**src/hdl/tbp_ram.sv**
```systemverilog
// Generic single-port-write, single-port-read RAM with registered read data.
// Read data holds while the read enable is low. No dependencies.
module tbp_ram #(
  parameter int WIDTH = 8,
  parameter int DEPTH = 256
) (
  input  logic                     clk,
  input  logic                     we,
  input  logic [$clog2(DEPTH)-1:0] waddr,
  input  logic [WIDTH-1:0]         wdata,
  input  logic                     re,
  input  logic [$clog2(DEPTH)-1:0] raddr,
  output logic [WIDTH-1:0]         rdata
);

  logic [WIDTH-1:0] mem [DEPTH];

  always_ff @(posedge clk) begin
    if (we) begin
      mem[waddr] <= wdata;
    end
    if (re) begin
      rdata <= mem[raddr];
    end
  end

endmodule

```
**config.mk**
```make
export PLATFORM = sky130hd
export DESIGN_NAME = tbp_ram
export DESIGN_NICKNAME = d
export VERILOG_FILES = /design/src/hdl/tbp_ram.sv
export SDC_FILE = /design/constraint.sdc
export NUM_CORES = 2
export LEC_CHECK = 0
export BUFFER_PORTS_ARGS = -buffer_cell sky130_fd_sc_hd__buf_2
export CAP_MARGIN = 20
export CELL_PAD_IN_SITES_DETAIL_PLACEMENT = 0
export CELL_PAD_IN_SITES_GLOBAL_PLACEMENT = 1
export CORE_MARGIN = 1
export CORE_UTILIZATION = 51
export CTS_CLUSTER_DIAMETER = 80
export CTS_CLUSTER_SIZE = 10
export DETAILED_ROUTE_END_ITERATION = 10
export PLACE_DENSITY_LB_ADDON = 0.15
export SLEW_MARGIN = 10
export SYNTH_ARGS = -nofsm -noshare
export SYNTH_HDL_FRONTEND = slang
export SYNTH_SLANG_ARGS = --single-unit
```
**constraint.sdc**
```tcl
create_clock -name clk -period 2 [get_ports clk]
set_input_delay 0 -clock clk [delete_from_list [all_inputs] [get_ports clk]]
set_output_delay 0 -clock clk [all_outputs]
set_load 0.005 [all_outputs]
```
==> metrics.csv <==
stage,metric,value,unit
layout,fraction of final layout cells sized beyond drive strength 1,33.4,%
logic_synthesis,cell with the most instances after synthesis,edfxtp_1,
floorplanning,Die H,397,um
worst_hold_path,hold depth,4,
worst_setup_path,CP Data Required Time,2610,ps
worst_setup_path,CP arrival,3010,ps
floorplanning,core box area,0.155,mm2
clocking,CTS tree,done,
timing,fin worst setup slack,-404,ps
logic_synthesis,Syn Inst Count,3733,
worst_setup_path,crit start category,flop,
detailed_routing,Residual DRC,0,
logic_synthesis,post-synthesis sequential area ratio,77.5,%
worst_hold_path,worst hold start,waddr[0],
clocking,setup bufs post-CTS,0,
worst_setup_path,worst r2r src,mem[87][0]$_DFFE_PP_,
logic_synthesis,Synth top area share,77.5,%
timing,fmax,416,MHz
timing,Tcrit/Tclk final,120,%
layout,Final nets,4511,
detailed_routing,met3 wire len,17800,um
worst_hold_path,min-delay worst type,input port to flop,
clocking,clk buf depth,3,
job,Max Cap Violations,0,
global_routing,all-layer global routing usage,26.9,%
logic_synthesis,most common library cells after synthesis,"edfxtp_1 (2056), mux4_2 (454), nor2_1 (282), mux2i_1 (134), a22oi_1 (133)",
worst_hold_path,hold-critical path endpoint,mem[235][1]$_DFFE_PP_,
logic_synthesis,Yosys warning count,0,
logic_synthesis,Syn Nets,3760,
detailed_routing,DRT Pass-1 Iters,5,
timing,max-slew violations,0,
global_routing,first-pass GRT wire length,302000,um
detailed_routing,DRT Wirelength,209000,um
clocking,Clock Latency Late Sink,850,ps
detailed_routing,DR top layer,met5,
worst_setup_path,"reg-to-reg slack, setup",-400,ps
logic_synthesis,Mapped Avg Cell Area,21.3,um2
logic_synthesis,asr flop ratio synth,0,%
detailed_routing,Vias/cell,6.29,
pwr,Switching Fraction,21.2,%
logic_synthesis,#FFs+latches synth,2056,
detailed_routing,initial drt markers,4565,
timing,final setup violation count,8,
clocking,total clock buffers created by CTS,223,
clocking,H-tree levels,4,
detailed_routing,Vias,41200,
outcome,status,finished with violations,
timing,Hold WS,7.97,ps
logic_synthesis,Synth area leaders,"edfxtp_1 (78%), mux4_2 (13%), mux2i_1 (1.7%), nor2_1 (1.3%), a22oi_1 (1.3%)",
timing,Final Hold Violating Endpoints,0,
clocking,# clock sinks,2056,
layout,area delta synth->final,18.3,%
pwr,Pwr Density,934,mW/mm2
pwr,Total Power,88.0,mW
logic_synthesis,Synth cell types,54,
logic_synthesis,Main synth FF type,edfxtp_1,
pwr,Lkg Pwr,30.6,nW
clocking,Root Buffer,clkbuf_16,
worst_setup_path,CP Capture Type,flop,
pwr,Seq pwr share,54.1,%
clocking,Clock transition at path regs,50,ps
layout,Final Util,60.9,%
floorplanning,die area,0.158,mm2
detailed_routing,DR WL/cell,31.8,um
floorplanning,Die W,397,um
worst_setup_path,RR Endpoint,rdata[0]$_DFFE_PP_,
pwr,Internal,69.4,mW
detailed_routing,met2 wire length,100000,um
worst_setup_path,Critical Path Fanout Max,1,
placement,dpl ws,-1490,ps
timing,Slew @ Worst Pin,1000,ps
floorplanning,I/O pin count,35,
placement,Inst Count DP,6285,
pwr,clock network power share,39.9,%
placement,GP Congestion,0.862,
timing,max_slew headroom,32.9,%
timing,min cycle time layout,2400,ps
logic_synthesis,number of synthesized flops with an enable pin,2056,
global_routing,initial antenna violation count,13,
global_routing,largest net degree at the start of global routing,101,
worst_setup_path,critical path type,flop to flop,
timing,Fin Clk Skew,29.9,ps
placement,DP HPWL,138000,um
layout,Layout Cells excl Fill,6548,
pwr,combinational group share of total power,6.0,%
floorplanning,Initial Util,51.5,%
floorplanning,row cnt,144,
logic_synthesis,leading area contributor after synthesis,edfxtp_1,
logic_synthesis,mapped cell area,0.0796,mm2
pwr,switching power,18.6,mW
detailed_routing,met1 WL,85600,um
timing,RSZ-0062 raised after global routing,true,
layout,Filler Cell Count,10700,
pwr,VDD IR-drop max,0.000932,V
detailed_routing,Post-DRT Antenna Nets,0,
outcome,failing checks,setup timing,
placement,PortBufs,34,
worst_setup_path,worst r2r path cells,6,
global_routing,"Remaining Overflow, GRT",0,
global_routing,number of global-route vias before repair,42200,
[what timing repair did]
item	CTS	global route
endpoints found under the setup margin	8	94
gates resized for setup	44	33
hold buffers	24	0
hold endpoints to repair	1567	0
pin swaps	15	19
[flip-flops by register name, summed over array words and instances (netlist names)]
register / flops
rdata: 8
mem: 2048
[through the flow]
| stage | cell area [um2] | TNS, ps |
|---|---|---|
| 2_1_floorplan | 79700 | -4.96 |
| 3_3_place_gp | 87600 | -10450 |
| 3_5_place_dp | 87600 | -11560 |
| 4_1_cts | 94100 | -3960 |
| 5_1_grt | 94200 | -2880 |
| 6_report | 94200 | -2630 |
[critical path: stages, from the launching register on]
cell	delay [ps]
edfxtp_1	360
mux4_2	530
mux4_2	520
nor2b_4	180
nor4_4	370
buf_4	180
nor4_2	30
[kinds of logic (layout without fill, tap and decap cells)]
kind of cell	Yosys count	in the layout	share of synthesized area [%]
DFF	2056	2056	77.5
muxes	591	591	14.6
buffers and inverters	235	1001	1.83
and+or+nand+nor	466	466	2.63
AOI/OAI and AO/OA	385	385	3.42
other	0	5	0
[cell usage in the layout, fill, tap and decap left out, types with 5 or more instances in the layout]
cell type / count
edfxtp_1: 2056
buf_4: 600
mux4_2: 455
nor2_1: 274
clkbuf_16: 223
mux2i_1: 134
a22oi_1: 132
buf_12: 101
a21oi_1: 96
o221ai_1: 44
nand3_1: 34
nand2_1: 33
o22ai_1: 28
nor2b_1: 24
buf_2: 22
dlygate4sd3_1: 21
nor3_1: 15
nor4_1: 13
nand4_1: 10
o211ai_1: 10
o21ai_0: 10
a211oi_1: 9
nand2b_1: 8
clkbuf_8: 8
nor4_4: 7
nor4_2: 7
a221oi_1: 7
a211oi_2: 7
and2_1: 6
clkinv_16: 6
diode_2: 5
a221oi_4: 5
a22o_1: 5
o22a_1: 5
clkinv_8: 5
[power groups by stage]
stage,sequential [mW],clock [mW],combinational [mW]
after detailed placement,48.5,0,5.10
after floorplan,48.5,0,2.33
after global routing,47.6,37.2,5.53
final,47.6,35.2,5.26
after global placement,48.5,0,5.00
after CTS,47.6,35.8,5.26
[routing by layer]
| metal | up-vias | track usage (%) |
|---|---|---|
| li1 | 17100 | - |
| met1 | 21900 | 39.5 |
| met2 | 1912 | 42.1 |
| met3 | 301 | 4.79 |
| met4 | 10 | 7.18 |
| met5 | - | 0 |
[worst max-delay path by stage]
stage	startpoint	end	slack, ps
2_1_floorplan	raddr[1]	rdata[2]$_DFFE_PP_	-5
3_3_place_gp	raddr[0]	rdata[5]$_DFFE_PP_	-1500
3_5_place_dp	raddr[0]	rdata[5]$_DFFE_PP_	-1490
4_1_cts	mem[87][0]$_DFFE_PP_	rdata[0]$_DFFE_PP_	-460
5_1_grt	mem[87][0]$_DFFE_PP_	rdata[0]$_DFFE_PP_	-440
6_report	mem[87][0]$_DFFE_PP_	rdata[0]$_DFFE_PP_	-400
[area by class of cell]
class | count | area [um2] | share of cell area [%]
antenna | 5 | 12.5 | 0.0133
clock buffer | 224 | 5580 | 5.93
clock inverter | 16 | 347 | 0.368
inverter | 2 | 7.51 | 0.00797
multi-input combinational | 1442 | 16900 | 18.0
sequential | 2056 | 61700 | 65.5
tap | 2044 | 2560 | 2.71
timing repair buffer | 759 | 7040 | 7.47
(Power assumes the default switching activity.)
